--- src/rtl/desv_pkg.sv ---
`default_nettype none
// ----------------------------------------------------------------------------
// desv_pkg
// Shared types, tables and helper functions for the block cipher pipeline.
// ----------------------------------------------------------------------------
package desv_pkg;

	localparam int unsigned Rounds = 16;
	localparam logic [15:0] ShiftsEnc = 16'hc081;
	localparam logic [15:0] ShiftsDec = 16'h8103;

	typedef enum logic [0:0] {
		CFG_KEY_BITS  = 1'b0,
		CFG_KEY_TWEAK = 1'b1
	} cfg_idx_t;

	typedef struct packed {
		logic [31:0] lh;
		logic [31:0] rh;
		logic [27:0] c;
		logic [27:0] d;
		logic        fp;
		logic        rev;
		logic        hsw;
	} rnd_state_t;

	function automatic logic [7:0] pc2_idx(input int unsigned n);
		logic [7:0] tab [0:47];
		tab = '{8'd14, 8'd17, 8'd11, 8'd24, 8'd1, 8'd5, 8'd3, 8'd28, 8'd15, 8'd6, 8'd21, 8'd10,
			8'd23, 8'd19, 8'd12, 8'd4, 8'd26, 8'd8, 8'd16, 8'd7, 8'd27, 8'd20, 8'd13, 8'd2,
			8'd41, 8'd52, 8'd31, 8'd37, 8'd47, 8'd55, 8'd30, 8'd40, 8'd51, 8'd45, 8'd33, 8'd48,
			8'd44, 8'd49, 8'd39, 8'd56, 8'd34, 8'd53, 8'd46, 8'd42, 8'd50, 8'd36, 8'd29, 8'd32};
		return tab[n];
	endfunction

	function automatic logic [7:0] perm_idx(input int unsigned n);
		logic [7:0] tab [0:31];
		tab = '{8'd16, 8'd7, 8'd20, 8'd21, 8'd29, 8'd12, 8'd28, 8'd17, 8'd1, 8'd15, 8'd23,
			8'd26, 8'd5, 8'd18, 8'd31, 8'd10, 8'd2, 8'd8, 8'd24, 8'd14, 8'd32, 8'd27, 8'd3,
			8'd9, 8'd19, 8'd13, 8'd30, 8'd6, 8'd22, 8'd11, 8'd4, 8'd25};
		return tab[n];
	endfunction

	function automatic logic [7:0] sbox_pair(input logic [1:0] box, input logic [5:0] v);
		logic [7:0] t0 [0:63];
		logic [7:0] t1 [0:63];
		logic [7:0] t2 [0:63];
		logic [7:0] t3 [0:63];
		logic [7:0] r;
		t0 = '{8'h2e,8'he0,8'hc4,8'hbf,8'h4d,8'h27,8'h11,8'hc4,8'h72,8'h4e,8'haf,8'h72,8'hbb,
			8'hdd,8'h68,8'h11,8'h83,8'h5a,8'h5a,8'h06,8'h36,8'hfc,8'hfc,8'hab,8'hd5,8'h39,
			8'h09,8'h95,8'he0,8'h83,8'h97,8'h68,8'h44,8'hbf,8'h21,8'h8c,8'h1e,8'hc8,8'hb8,
			8'h72,8'had,8'h14,8'hd6,8'he9,8'h72,8'h21,8'h8b,8'hd7,8'hff,8'h65,8'h9c,8'hfb,
			8'hc9,8'h03,8'h57,8'h9e,8'h63,8'haa,8'h3a,8'h40,8'h05,8'h56,8'he0,8'h3d};
		t1 = '{8'hcf,8'ha3,8'h11,8'hfd,8'ha8,8'h44,8'hfe,8'h27,8'h96,8'h7f,8'h2b,8'hc2,8'h63,
			8'h98,8'h84,8'h5e,8'h09,8'h6c,8'hd7,8'h10,8'h32,8'hd1,8'h4d,8'hea,8'hec,8'h06,
			8'h70,8'hb9,8'h55,8'h3b,8'hba,8'h85,8'h90,8'h4d,8'hee,8'h38,8'hf7,8'h2a,8'h5b,
			8'hc1,8'h2a,8'h93,8'h84,8'h5f,8'hcd,8'hf4,8'h31,8'ha2,8'h75,8'hbb,8'h08,8'he6,
			8'h4c,8'h17,8'ha6,8'h7c,8'h19,8'h60,8'hd3,8'h05,8'hb2,8'h8e,8'h6f,8'hd9};
		t2 = '{8'h4a,8'hdd,8'hb0,8'h07,8'h29,8'hb0,8'hee,8'h79,8'hf6,8'h43,8'h03,8'h94,8'h8f,
			8'h16,8'hd5,8'haa,8'h31,8'he2,8'hcd,8'h38,8'h9c,8'h55,8'h77,8'hce,8'h5b,8'h2c,
			8'ha4,8'hfb,8'h62,8'h8f,8'h18,8'h61,8'h1d,8'h61,8'h46,8'hba,8'hb4,8'hdd,8'hd9,
			8'h80,8'hc8,8'h16,8'h3f,8'h49,8'h73,8'ha8,8'he0,8'h77,8'hab,8'h94,8'hf1,8'h5f,
			8'h62,8'h0e,8'h8c,8'hf3,8'h05,8'heb,8'h5a,8'h25,8'h9e,8'h32,8'h27,8'hcc};
		t3 = '{8'hd7,8'h1d,8'h2d,8'hf8,8'h8e,8'hdb,8'h43,8'h85,8'h60,8'ha6,8'hf6,8'h3f,8'hb9,
			8'h70,8'h1a,8'h43,8'ha1,8'hc4,8'h92,8'h57,8'h38,8'h62,8'he5,8'hbc,8'h5b,8'h01,
			8'h0c,8'hea,8'hc4,8'h9e,8'h7f,8'h29,8'h7a,8'h23,8'hb6,8'h1f,8'h49,8'he0,8'h10,
			8'h76,8'h9c,8'h4a,8'hcb,8'ha1,8'he7,8'h8d,8'h2d,8'hd8,8'h0f,8'hf9,8'h61,8'hc4,
			8'ha3,8'h95,8'hde,8'h0b,8'hf5,8'h3c,8'h32,8'h57,8'h58,8'h62,8'h84,8'hbe};
		case (box)
			2'd0:    r = t0[v];
			2'd1:    r = t1[v];
			2'd2:    r = t2[v];
			default: r = t3[v];
		endcase
		return r;
	endfunction

	function automatic logic [2:0] ip_src(input int unsigned m);
		logic [2:0] tab [0:7];
		tab = '{3'd6, 3'd4, 3'd2, 3'd0, 3'd7, 3'd5, 3'd3, 3'd1};
		return tab[m];
	endfunction

	function automatic logic [63:0] init_perm(input logic [63:0] blk);
		logic [63:0] o;
		o = '0;
		for (int m = 0; m < 8; m++)
			for (int i = 0; i < 8; i++)
				o[63 - 8*m - 7 + i] = blk[63 - 8*i - 7 + ip_src(m)];
		return o;
	endfunction

	function automatic logic [63:0] final_perm(input logic [63:0] blk);
		logic [63:0] o;
		o = '0;
		for (int m = 0; m < 8; m++)
			for (int i = 0; i < 8; i++)
				o[63 - 8*i - 7 + ip_src(m)] = blk[63 - 8*m - 7 + i];
		return o;
	endfunction

	function automatic logic [27:0] rotl28(input logic [27:0] x, input logic two);
		return two ? {x[25:0], x[27:26]} : {x[26:0], x[27]};
	endfunction

	function automatic logic [27:0] rotr28(input logic [27:0] x, input logic two);
		return two ? {x[1:0], x[27:2]} : {x[0], x[27:1]};
	endfunction

endpackage
`default_nettype wire

--- src/rtl/desv_round_cell.sv ---
`default_nettype none
// ----------------------------------------------------------------------------
// desv_round_cell
// One Feistel round with its key rotation, registered at the output.
// ----------------------------------------------------------------------------
module desv_round_cell #(
	parameter int unsigned RoundIdx = 0
) (
	input  wire logic                  clk,
	input  wire logic                  arst_n,
	input  wire logic                  adv,
	input  wire logic                  vld_in,
	input  wire desv_pkg::rnd_state_t  st_in,
	input  wire logic [7:0]            tweak,
	output logic                       vld_q,
	output desv_pkg::rnd_state_t       st_q
);
	import desv_pkg::*;

	logic                enc_two;
	logic                dec_two;
	logic [27:0]         c_k;
	logic [27:0]         d_k;
	logic [55:0]         cd;
	logic [47:0]         subkey;
	logic [15:0]         prod;
	logic [7:0]          lo;
	logic [7:0]          hi;
	logic [7:0]          tb;
	logic [31:0]         x;
	logic [31:0]         s;
	logic [31:0]         f;
	logic [5:0]          v;
	logic [7:0]          b;
	rnd_state_t          nxt;

	assign enc_two = !ShiftsEnc[15 - RoundIdx];
	assign dec_two = !ShiftsDec[15 - RoundIdx];
	assign c_k = st_in.rev ? st_in.c : rotl28(st_in.c, enc_two);
	assign d_k = st_in.rev ? st_in.d : rotl28(st_in.d, enc_two);
	assign cd  = {c_k, d_k};
	assign prod = 16'({8'd0, tweak} + 16'd1) * 16'({8'd0, st_in.rh[31:24]} + 16'd1) - 16'd1;
	assign lo = prod[7:0];
	assign hi = prod[15:8];
	assign tb = (tweak == 8'd0) ? st_in.rh[31:24] : (lo - hi + ((lo < hi) ? 8'd1 : 8'd0));
	assign x  = {tb, st_in.rh[23:0]};

	always_comb begin
		for (int n = 0; n < 48; n++)
			subkey[47 - n] = cd[56 - 32'(pc2_idx(n))];
		s = '0;
		for (int i = 0; i < 8; i++) begin
			for (int j = 0; j < 6; j++)
				v[5 - j] = x[32 - (((4*i + j + 31) & 31) + 1)];
			v = v ^ subkey[47 - 6*i -: 6];
			b = sbox_pair(2'(i & 3), v);
			s[31 - 4*i -: 4] = (i > 3) ? b[7:4] : b[3:0];
		end
		for (int n = 0; n < 32; n++)
			f[31 - n] = s[32 - 32'(perm_idx(n))];
		if (st_in.hsw)
			f = {f[23:16], f[31:24], f[15:0]};
		nxt     = st_in;
		nxt.lh  = st_in.rh;
		nxt.rh  = st_in.lh ^ f;
		nxt.c   = st_in.rev ? rotr28(st_in.c, dec_two) : c_k;
		nxt.d   = st_in.rev ? rotr28(st_in.d, dec_two) : d_k;
	end

	always_ff @(posedge clk or negedge arst_n) begin
		if (!arst_n) begin
			vld_q <= 1'b0;
		end else if (adv) begin
			vld_q <= vld_in;
		end
	end

	always_ff @(posedge clk) begin
		if (adv) begin
			st_q <= nxt;
		end
	end

endmodule
`default_nettype wire

--- config.mk ---
export PLATFORM = sky130hd
export DESIGN_NAME = desv_round_cell
export DESIGN_NICKNAME = d
export VERILOG_FILES = /design/src/rtl/desv_pkg.sv /design/src/rtl/desv_round_cell.sv
export SDC_FILE = /design/constraint.sdc
export NUM_CORES = 1
export LEC_CHECK = 0
export BUFFER_PORTS_ARGS = -buffer_cell sky130_fd_sc_hd__buf_2
export CORE_MARGIN = 10
export CORE_UTILIZATION = 40
export DETAILED_ROUTE_END_ITERATION = 8
export SLEW_MARGIN = 20
export SYNTH_ARGS = -nofsm -noshare
export SYNTH_HDL_FRONTEND = slang
export SYNTH_SLANG_ARGS = --single-unit
--- constraint.sdc ---
create_clock -name clk -period 0.9 [get_ports clk]
set_input_delay 0.09 -clock clk [delete_from_list [all_inputs] [get_ports clk]]
set_output_delay 0.09 -clock clk [all_outputs]
set_load 0.005 [all_outputs]
==> After elaboration in Yosys (flattened, before gate mapping) <==
Memory sizes are Yosys's and may differ from the RTL's.
Cells that the tools add are included.
{ "op_classes": {"n_bitwise": 17, "eq_ne": 0, "add_sub_neg": 5, "n_div": 0, "reduce_logical": 1, "multipliers": 1, "n_lt_le_gt_ge": 9, "muxes": 23, "n_shift": 0} }
{ "ops": {"columns": ["cell", "count"], "rows": [
  ["28-bit two-way mux", 4],
  ["8-bit two-way mux", 9],
  ["7-bit >= comparator (second input constant)", 8],
  ["6-bit NOT with 7-bit output", 8],
  ["6-bit bitwise XOR", 8],
  ["32-bit two-way mux", 1],
  ["4-bit two-way mux", 8],
  ["32-bit bitwise XOR", 1],
  ["8-bit by 1-bit adder with 9-bit output (second input constant)", 2],
  ["9-bit by 9-bit multiplier with 16-bit output", 1],
  ["16-bit by 1-bit subtractor with 16-bit output (second input constant)", 1],
  ["8-bit by 1-bit adder with 8-bit output", 1],
  ["8-bit logical NOT", 1],
  ["8-bit < comparator", 1],
  ["8-bit subtractor", 1],
  ["1-bit two-way mux", 1]
]} }
{ "word_totals": {"ram_bits": 0, "out_inout_bits": 124, "rom_bits": 4096, "regBits": 124, "memories": 8, "word_cells": 72, "input_bits": 135, "latchBits": 0} }
{ "memory_table": {"columns": ["name", "depth", "width", "read_ports", "rd_ports_with_merged_regs", "wr", "line", "text"], "rows": [
  ["(no name shown)", 64, 8, 1, 0, 0, "desv_pkg.sv:72", "2'd1: r = t1[v];"],
  ["(no name shown)", 64, 8, 1, 0, 0, "desv_pkg.sv:71", "2'd0: r = t0[v];"],
  ["(no name shown)", 64, 8, 1, 0, 0, "desv_pkg.sv:74", "default: r = t3[v];"],
  ["(no name shown)", 64, 8, 1, 0, 0, "desv_pkg.sv:73", "2'd2: r = t2[v];"],
  ["(no name shown)", 64, 8, 1, 0, 0, "desv_pkg.sv:73", null],
  ["(no name shown)", 64, 8, 1, 0, 0, "desv_pkg.sv:72", null],
  ["+2 memories", null, null, null, null, null, null, null]
]} }

==> Longest topological paths before layout <==
Gate-level depths: netlist of run 1.
{ "logic_depth": {"word_depth": 14, "ltp_mapped": 45, "depth_no_buf": 43} }

==> Least setup slack after synthesis of run 1 <==
Ideal clock, no wire load.
{ "synth_timing": {"kind": "input to register", "startpoint": "in tweak[2]", "endpoint": "reg st_q[82] (netlist bit), data pin", "setup_time_ns": 0.262, "arrival_ns": 9.301, "slack_ns": -8.663, "n_path_buf": 2, "t_required_ns": 0.638, "cell_stages": 43, "path_cell_list": "buf_4 -> nand3_1 -> nor2_1 -> nand2_1 -> nor2_1 -> xor2_1 -> nand2_1 -> fa_1 -> inv_1 -> fa_1 -> inv_1 -> fa_1 -> fa_1 -> fa_1 -> inv_1 -> ha_1 -> and3_1 -> a21oi_1 -> [7 not listed] -> a21boi_0 -> a41oi_1 -> ha_1 -> inv_1 -> ha_1 -> fa_1 -> a211o_1 -> and3_1 -> o31ai_1 -> xnor2_2 -> ha_1 -> clkbuf_1 -> inv_1 -> o21ai_0 -> o2bb2ai_1 -> a211oi_1 -> o31ai_1 -> xnor2_1"} }
{ "synth_lines": {"columns": ["element", "line", "text"], "rows": [
  ["start, declared", "desv_round_cell.sv:14", "input wire logic [7:0] tweak,"],
  ["end signal, assigned", "desv_round_cell.sv:80", "st_q <= nxt;"],
  ["end, declared", "desv_round_cell.sv:16", "output desv_pkg::rnd_state_t st_q"]
]} }

==> summary.md, run 1 <==
| Metric | Value |
|---|---|
| Clock Path Buffers | `2` |
| Ys async rst share | `0.008065` |
| Share of cells above drive strength 1 | `0.5143` |
| First-pass GRT wire length | `85,080 microns` |
| Dpl hpwl | `42,650 microns` |
| Die Width | `209.3 microns` |
| Total of warnings raised by yosys | `0` |
| Starting DRT DRC Count | `1,000` |
| HP Class | `input pin to flop` |
| Core Area | `0.03548 sq mm` |
| Finished Core Util | `0.6829` |
| Crit Path Class | `input pin to flop` |
| Vias post-DR | `15,460` |
| Antenna violations before repair | `1` |
| Syn Inst Count | `1,537` |
| Initial Util | `0.4041` |
| DRC violations left | `0` |
| CTS tree | `done` |
| Post-layout min period | `8.259 ns` |
| H-Tree Depth | `4` |
| NumNets Final | `2,701` |
| Setup TNS | `-179.81 ns` |
| Clock-pin slew on the worst setup and hold paths | `0.07 ns` |
| CP Capture Type | `flop` |
| Remaining antenna violation count | `0` |
| Gr ovfl total | `0` |
| Final GP Congestion | `0.9406` |
| Number of global-route vias before repair | `15,710` |
| IO Pins | `259` |
| Crit path max-delay family | `adder cells` |
| Yosys cell types | `83` |
| Tightest Pin Transition | `0.7174 ns` |
| Post-Layout Inst Area | `0.02423 sq mm` |
| IO buf count | `258` |
| CP startpoint kind | `input pin` |
| Most common cell after layout, fill and taps aside | `buf_4` |
| Req. time, crit path | `1.11 ns` |
| Post-DP Area | `0.02051 sq mm` |
| Maximum clock frequency | `0.1211 GHz` |
| Worst-Skew Late Latency | `0.44 ns` |
| Die H | `209.3 microns` |
| Net count after synthesis | `1,840` |
| Total CTS buffers | `17` |
| Unrepaired setup endpoints after global routing | `true` |
| Worst Skew | `0 ns` |
| Global Route Usage Sum | `0.2406` |
| Final max-slew violation count | `0` |
| Run status | `finished, violations left` |
| 1st-pass router iterations | `5` |
| Avg Vias per Cell | `5.379` |
| Full die area | `0.04382 sq mm` |
| Slowest cell on crit path | `fa_1` |
| Mapped Area | `0.01434 sq mm` |
| CTS sink cnt | `124` |
| Final Setup Violations | `171` |
| Root Driver | `clkbuf_16` |
| Routed wire per std cell | `19.61 microns` |
| Final hold viol count | `0` |
| Worst-path fanout max | `5` |
| Syn-to-layout area delta | `68.96%` |
| Largest net degree at the start of global routing | `29` |
| Register area share after synthesis | `0.2593` |
| CP max stage delay | `0.56 ns` |
| Max Cap Violations | `0` |
| Top_reg_cell synth | `edfxtp_1` |
| Critical path buffers and inverters | `9` |
| Num rows | `69` |
| Arr. time, crit path | `8.47 ns` |
| Most frequent cells in the layout | `506 x buf_4, 249 x buf_2, 134 x nand2_1, 123 x edfxtp_1, 105 x inv_1` |
| Syn Area/Cell | `9.330 sq um` |
| Violated checks | `setup timing` |
| Flops & latches, synth | `124` |
| Post-synth EDFFs | `123` |
| Layout fillers | `2,691` |
| Routed Wire Length | `56,330 microns` |
| Fin crit share | `9.176` |
| Worst slack, placed | `-8.152 ns` |
| PnR worst setup slack | `-7.359 ns` |
| Slew Limit Headroom | `0.5183` |
==> final timing paths <==
| kind | startpoint | endpoint | slack (ns) | cells after the start |
|---|---|---|---|---|
| hold reg to reg | vld_q$_DFFE_PN0P_ | vld_q$_DFFE_PN0P_ | 0.51 | 1 |
| min in group asynchronous | arst_n | vld_q$_DFFE_PN0P_ | 0.50 | 3 |
| max in group asynchronous | arst_n | vld_q$_DFFE_PN0P_ | 0.28 | 3 |
| setup / recovery | tweak[2] | st_q[90]$_DFFE_PP_ | -7.36 | 41 |
| hold / removal | st_in[71] | st_q[103]$_DFFE_PP_ | 0.02 | 2 |
| setup reg to reg | vld_q$_DFFE_PN0P_ | vld_q$_DFFE_PN0P_ | 0.16 | 1 |
==> timing repair <==
| action | in CTS | in global routing |
|---|---|---|
| pin swaps | 116 | 82 |
| hold buffers | 62 | 0 |
| endpoints found under the setup margin | 165 | 166 |
| resized for setup | 230 | 157 |
| setup buffers | 47 | 41 |
| endpoints found under the hold margin | 63 | 0 |
| gates cloned | 2 | 1 |
==> cells in the mapped netlist (5+ instances only) <==
master | instances | area [sq um]
nand2_1 | 157 | 589.3
inv_1 | 124 | 465.5
edfxtp_1 | 123 | 3694
ha_1 | 111 | 1389
nor2_1 | 104 | 390.4
xnor2_1 | 85 | 744.5
mux2i_1 | 79 | 790.8
o21ai_0 | 72 | 360.4
a21oi_1 | 71 | 355.3
mux2_2 | 60 | 675.7
xor2_1 | 58 | 508.0
fa_1 | 57 | 1141
clkbuf_1 | 47 | 176.4
nor3_1 | 35 | 175.2
nand3_1 | 33 | 165.2
o211ai_1 | 32 | 240.2
a211oi_1 | 26 | 195.2
buf_2 | 18 | 90.09
and2_1 | 16 | 100.1
a31oi_1 | 15 | 93.84
nand2b_1 | 14 | 87.58
mux4_2 | 13 | 292.8
a221oi_1 | 12 | 105.1
nand4_1 | 11 | 68.82
o31ai_1 | 10 | 75.07
a211o_1 | 8 | 70.07
a21o_1 | 8 | 60.06
a41oi_1 | 7 | 61.31
nor4_1 | 7 | 43.79
a311oi_1 | 6 | 52.55
o221ai_1 | 6 | 52.55
a2111oi_0 | 5 | 43.79
and3_1 | 5 | 31.28
o21ai_1 | 5 | 25.02
o22ai_1 | 5 | 31.28
or3_1 | 5 | 31.28
==> through the flow <==
step | std cells | hold WS, ns
final | 2873 | 0.02049
after global routing | 2873 | 0.02090
after CTS | 2835 | 0.0007271
after detailed placement | 2693 | -0.1200
after global placement | 2693 | -0.1226
after floorplan | 1537 | -0.2056
==> final cells by class <==
| type | instances | area [sq um] | area share |
|---|---|---|---|
| Antenna cell | 1 | 2.502 | 0.0001033 |
| Clock buffer | 19 | 432.9 | 0.01787 |
| Clock inverter | 13 | 188.9 | 0.007798 |
| Inverter | 126 | 499.2 | 0.02060 |
| Multi-Input combinational cell | 1216 | 11850 | 0.4889 |
| Sequential cell | 124 | 3719 | 0.1535 |
| Tap cell | 461 | 576.8 | 0.02381 |
| Timing Repair Buffer | 913 | 6964 | 0.2874 |
==> registers in the layout, indices dropped and copies added (netlist names) <==
register and count:
vld_q 1, st_q 123
==> cells by family after synthesis <==
kind of cell	Yosys count	share of synthesized area
XOR/XNOR	149	0.09502
AND/OR/NAND/NOR	413	0.1343
AO/OA/AOI/OAI	334	0.1571
buffers and inverters	197	0.05523
multiplexers	152	0.1227
flip-flops	124	0.2593
adder cells (fa/ha/maj)	168	0.1764
==> metal layers <==
metal	wire length (microns)	GRT usage	part of all wire
met1	23150	0.2903	0.41
met3	3212	0.04246	0.057
met5	0	0	0
met4	1687	0.09030	0.030
met2	28280	0.4185	0.50
Power of run 1 is left out: the tool's default activity adds up to more than one toggle a clock period on the data nets, which glitch-free logic cannot reach.
==> run 2: changes to the inputs <==
--- a/config.mk
+++ b/config.mk
@@ -5,6 +5,7 @@
 export SDC_FILE = /design/constraint.sdc
 export NUM_CORES = 1
 export LEC_CHECK = 0
+export ABC_AREA = 1
 export BUFFER_PORTS_ARGS = -buffer_cell sky130_fd_sc_hd__buf_2
 export CORE_MARGIN = 10
 export CORE_UTILIZATION = 40
==> summary.md, run 2 <==
| Metric | Value |
|---|---|
| Worst slack, placed | `-7.559 ns` |
| CTS tree | `done` |
| WHS Endpoint | `st_q[43]$_DFFE_PP_` |
| Area leader, netlist | `edfxtp_1` |
| IO Pins | `259` |
| Max Cap Violations | `0` |
| Reg-to-reg endpoint | `vld_q$_DFFE_PN0P_` |
| CTS sink cnt | `124` |
| Hold Crit Depth | `3` |
| Most used cell along the critical path | `nand2_1` |
| Fin Hold WS | `-0.008607 ns` |
| Largest net degree at the start of global routing | `19` |
| PnR worst setup slack | `-6.849 ns` |
| First-pass GRT wire length | `85,950 microns` |
| Final GP Congestion | `0.9373` |
| Tightest Pin Transition | `0.5289 ns` |
| Ys async rst share | `0.008065` |
| Post-Layout Inst Area | `0.02353 sq mm` |
| Register area share after synthesis | `0.2621` |
| Worst R2R Path Depth | `1` |
| Clock Path Buffers | `2` |
| Global Route Usage Sum | `0.2437` |
| Syn-to-layout area delta | `65.82%` |
| Layout fillers | `2,853` |
| Worst-path fanout max | `4` |
| Flops & latches, synth | `124` |
| Remaining antenna violation count | `0` |
| Vias post-DR | `16,310` |
| Initial Util | `0.4077` |
| Worst reg-to-reg setup slack | `0.15 ns` |
| Area contributors post-synth | `edfxtp_1 26%, nand2_1 15%, ha_1 9.8%` |
| CP max stage delay | `0.53 ns` |
| Antenna violations before repair | `5` |
| Number of global-route vias before repair | `16,200` |
| Gr ovfl total | `0` |
| Number of cells in the design after placement | `3,067` |
| Final max-slew violation count | `0` |
| DRC violations left | `0` |
| Total of warnings raised by yosys | `0` |
| Net count after synthesis | `2,226` |
| Synth top area share | `0.2603` |
| Top Registers | `st_q: 123 flops, vld_q: 1 flops` |
| HP Class | `input pin to flop` |
| Non-filler cells in the finished layout | `3,254` |
| Avg Vias per Cell | `5.014` |
| Post-DP Area | `0.01999 sq mm` |
| Maximum clock frequency | `0.1290 GHz` |
| Arr. time, crit path | `7.96 ns` |
| Final Setup Violations | `157` |
| Share of cells above drive strength 1 | `0.4492` |
| Final hold viol count | `4` |
| H-Tree Depth | `4` |
| Reg-to-reg critical path startpoint | `vld_q$_DFFE_PN0P_` |
| Post-layout min period | `7.749 ns` |
| Largest reg by FF count | `st_q` |
| Dpl hpwl | `43,300 microns` |
| Routed wire per std cell | `16.90 microns` |
| Run status | `finished, violations left` |
| Yosys cell types | `53` |
| Crit Path Class | `input pin to flop` |
| Slowest cell on crit path | `fa_1` |
| Die H | `208.3 microns` |
| Cell with the most instances after synthesis | `nand2_1` |
| Syn Area/Cell | `7.378 sq um` |
| Min-delay src | `st_in[44]` |
| Most frequent cells in the layout | `491 x buf_4, 462 x nand2_1, 250 x buf_2, 242 x inv_1, 131 x nand3_1` |
| Post-synth top cells | `554 x nand2_1, 288 x inv_1, 190 x nand3_1` |
| Most common cell after layout, fill and taps aside | `buf_4` |
| CP startpoint kind | `input pin` |
| Violated checks | `hold timing, setup timing` |
| CP Capture Type | `flop` |
| NumNets Final | `3,084` |
| Clock-pin slew on the worst setup and hold paths | `0.06 ns` |
| Root Driver | `clkbuf_16` |
| Routed Wire Length | `55,000 microns` |
| Unrepaired setup endpoints after global routing | `true` |
| Total CTS buffers | `17` |
| Full die area | `0.04341 sq mm` |
| Worst Skew | `0 ns` |
| Starting DRT DRC Count | `1,095` |
| Num rows | `68` |
| Req. time, crit path | `1.11 ns` |
| Fin crit share | `8.610` |
| Core Area | `0.03480 sq mm` |
| Post-synth EDFFs | `123` |
| Slew Limit Headroom | `0.6450` |
| Mapped Area | `0.01419 sq mm` |
| 1st-pass router iterations | `5` |
| Max FFs per register | `123` |
| Top_reg_cell synth | `edfxtp_1` |
| Syn Inst Count | `1,923` |
| Worst-Skew Late Latency | `0.45 ns` |
| Die Width | `208.3 microns` |
| IO buf count | `258` |
## run 2: final cells by class
class,instances,area [sq um],area share
multi-input cells,1439,10680,0.4540
repair buffers,887,6714,0.2854
flip-flops and latches,124,3719,0.1581
inverters,311,1210,0.05143
well taps,455,569.3,0.02420
clock buffers,17,425.4,0.01808
clock inverters,15,191.4,0.008137
diodes,5,12.51,0.0005318
repair inverters,1,3.754,0.0001595
## run 2: per-layer routing
metal	wire [microns]	GRT usage	part of all wire	up-vias
met4	1389	0.07298	0.025	2
li1	-	-	-	7994
met1	23870	0.3131	0.43	7643
met2	25890	0.4011	0.47	593
met5	13	0	0.00024	-
met3	3837	0.05272	0.070	82
## run 2: worst max-delay path by stage
stage / slack, ns / startpoint / to
2_1_floorplan: -6.82 / tweak[0] / st_q[82]$_DFFE_PP_
3_3_place_gp: -7.38 / st_in[83] / st_q[86]$_DFFE_PP_
3_5_place_dp: -7.56 / st_in[83] / st_q[78]$_DFFE_PP_
4_1_cts: -6.70 / tweak[1] / st_q[82]$_DFFE_PP_
5_1_grt: -7.21 / tweak[1] / st_q[90]$_DFFE_PP_
6_report: -6.85 / tweak[1] / st_q[90]$_DFFE_PP_
## run 2: stage by stage
step                      setup TNS (ns)  utilization
final                            -167.68       0.6761
after global routing             -180.56       0.6760
after CTS                        -167.48       0.6498
after detailed placement         -183.65       0.5744
after global placement           -178.67       0.5744
after floorplan                  -155.27            -
## run 2: logic make-up after synthesis
group,count (synthesis),synth area share
AND/OR/NAND/NOR,892,0.2639
buffers and inverters,361,0.1046
AO/OA/AOI/OAI,300,0.1256
adder cells (fa/ha/maj),168,0.1783
flip-flops,124,0.2621
XOR/XNOR,77,0.06473
multiplexers,1,0.0007936
## run 2: repair_timing
action	in CTS	in global routing
setup endpoints to repair	157	156
hold buffers	66	1
gates resized for setup	256	154
pin swaps	145	105
gates cloned	4	3
endpoints found under the hold margin	72	1
setup buffers	42	36
## run 2: worst max-delay path, delay by kind of cell
kind | cells | cell delay, ns
XOR/XNOR | 1 | 0.14
adder cells (fa/ha/maj) | 12 | 4.30
buffers and inverters | 7 | 0.41
AO/OA/AOI/OAI | 6 | 0.72
AND/OR/NAND/NOR | 26 | 2.29
Power of run 2 is left out for the same reason.
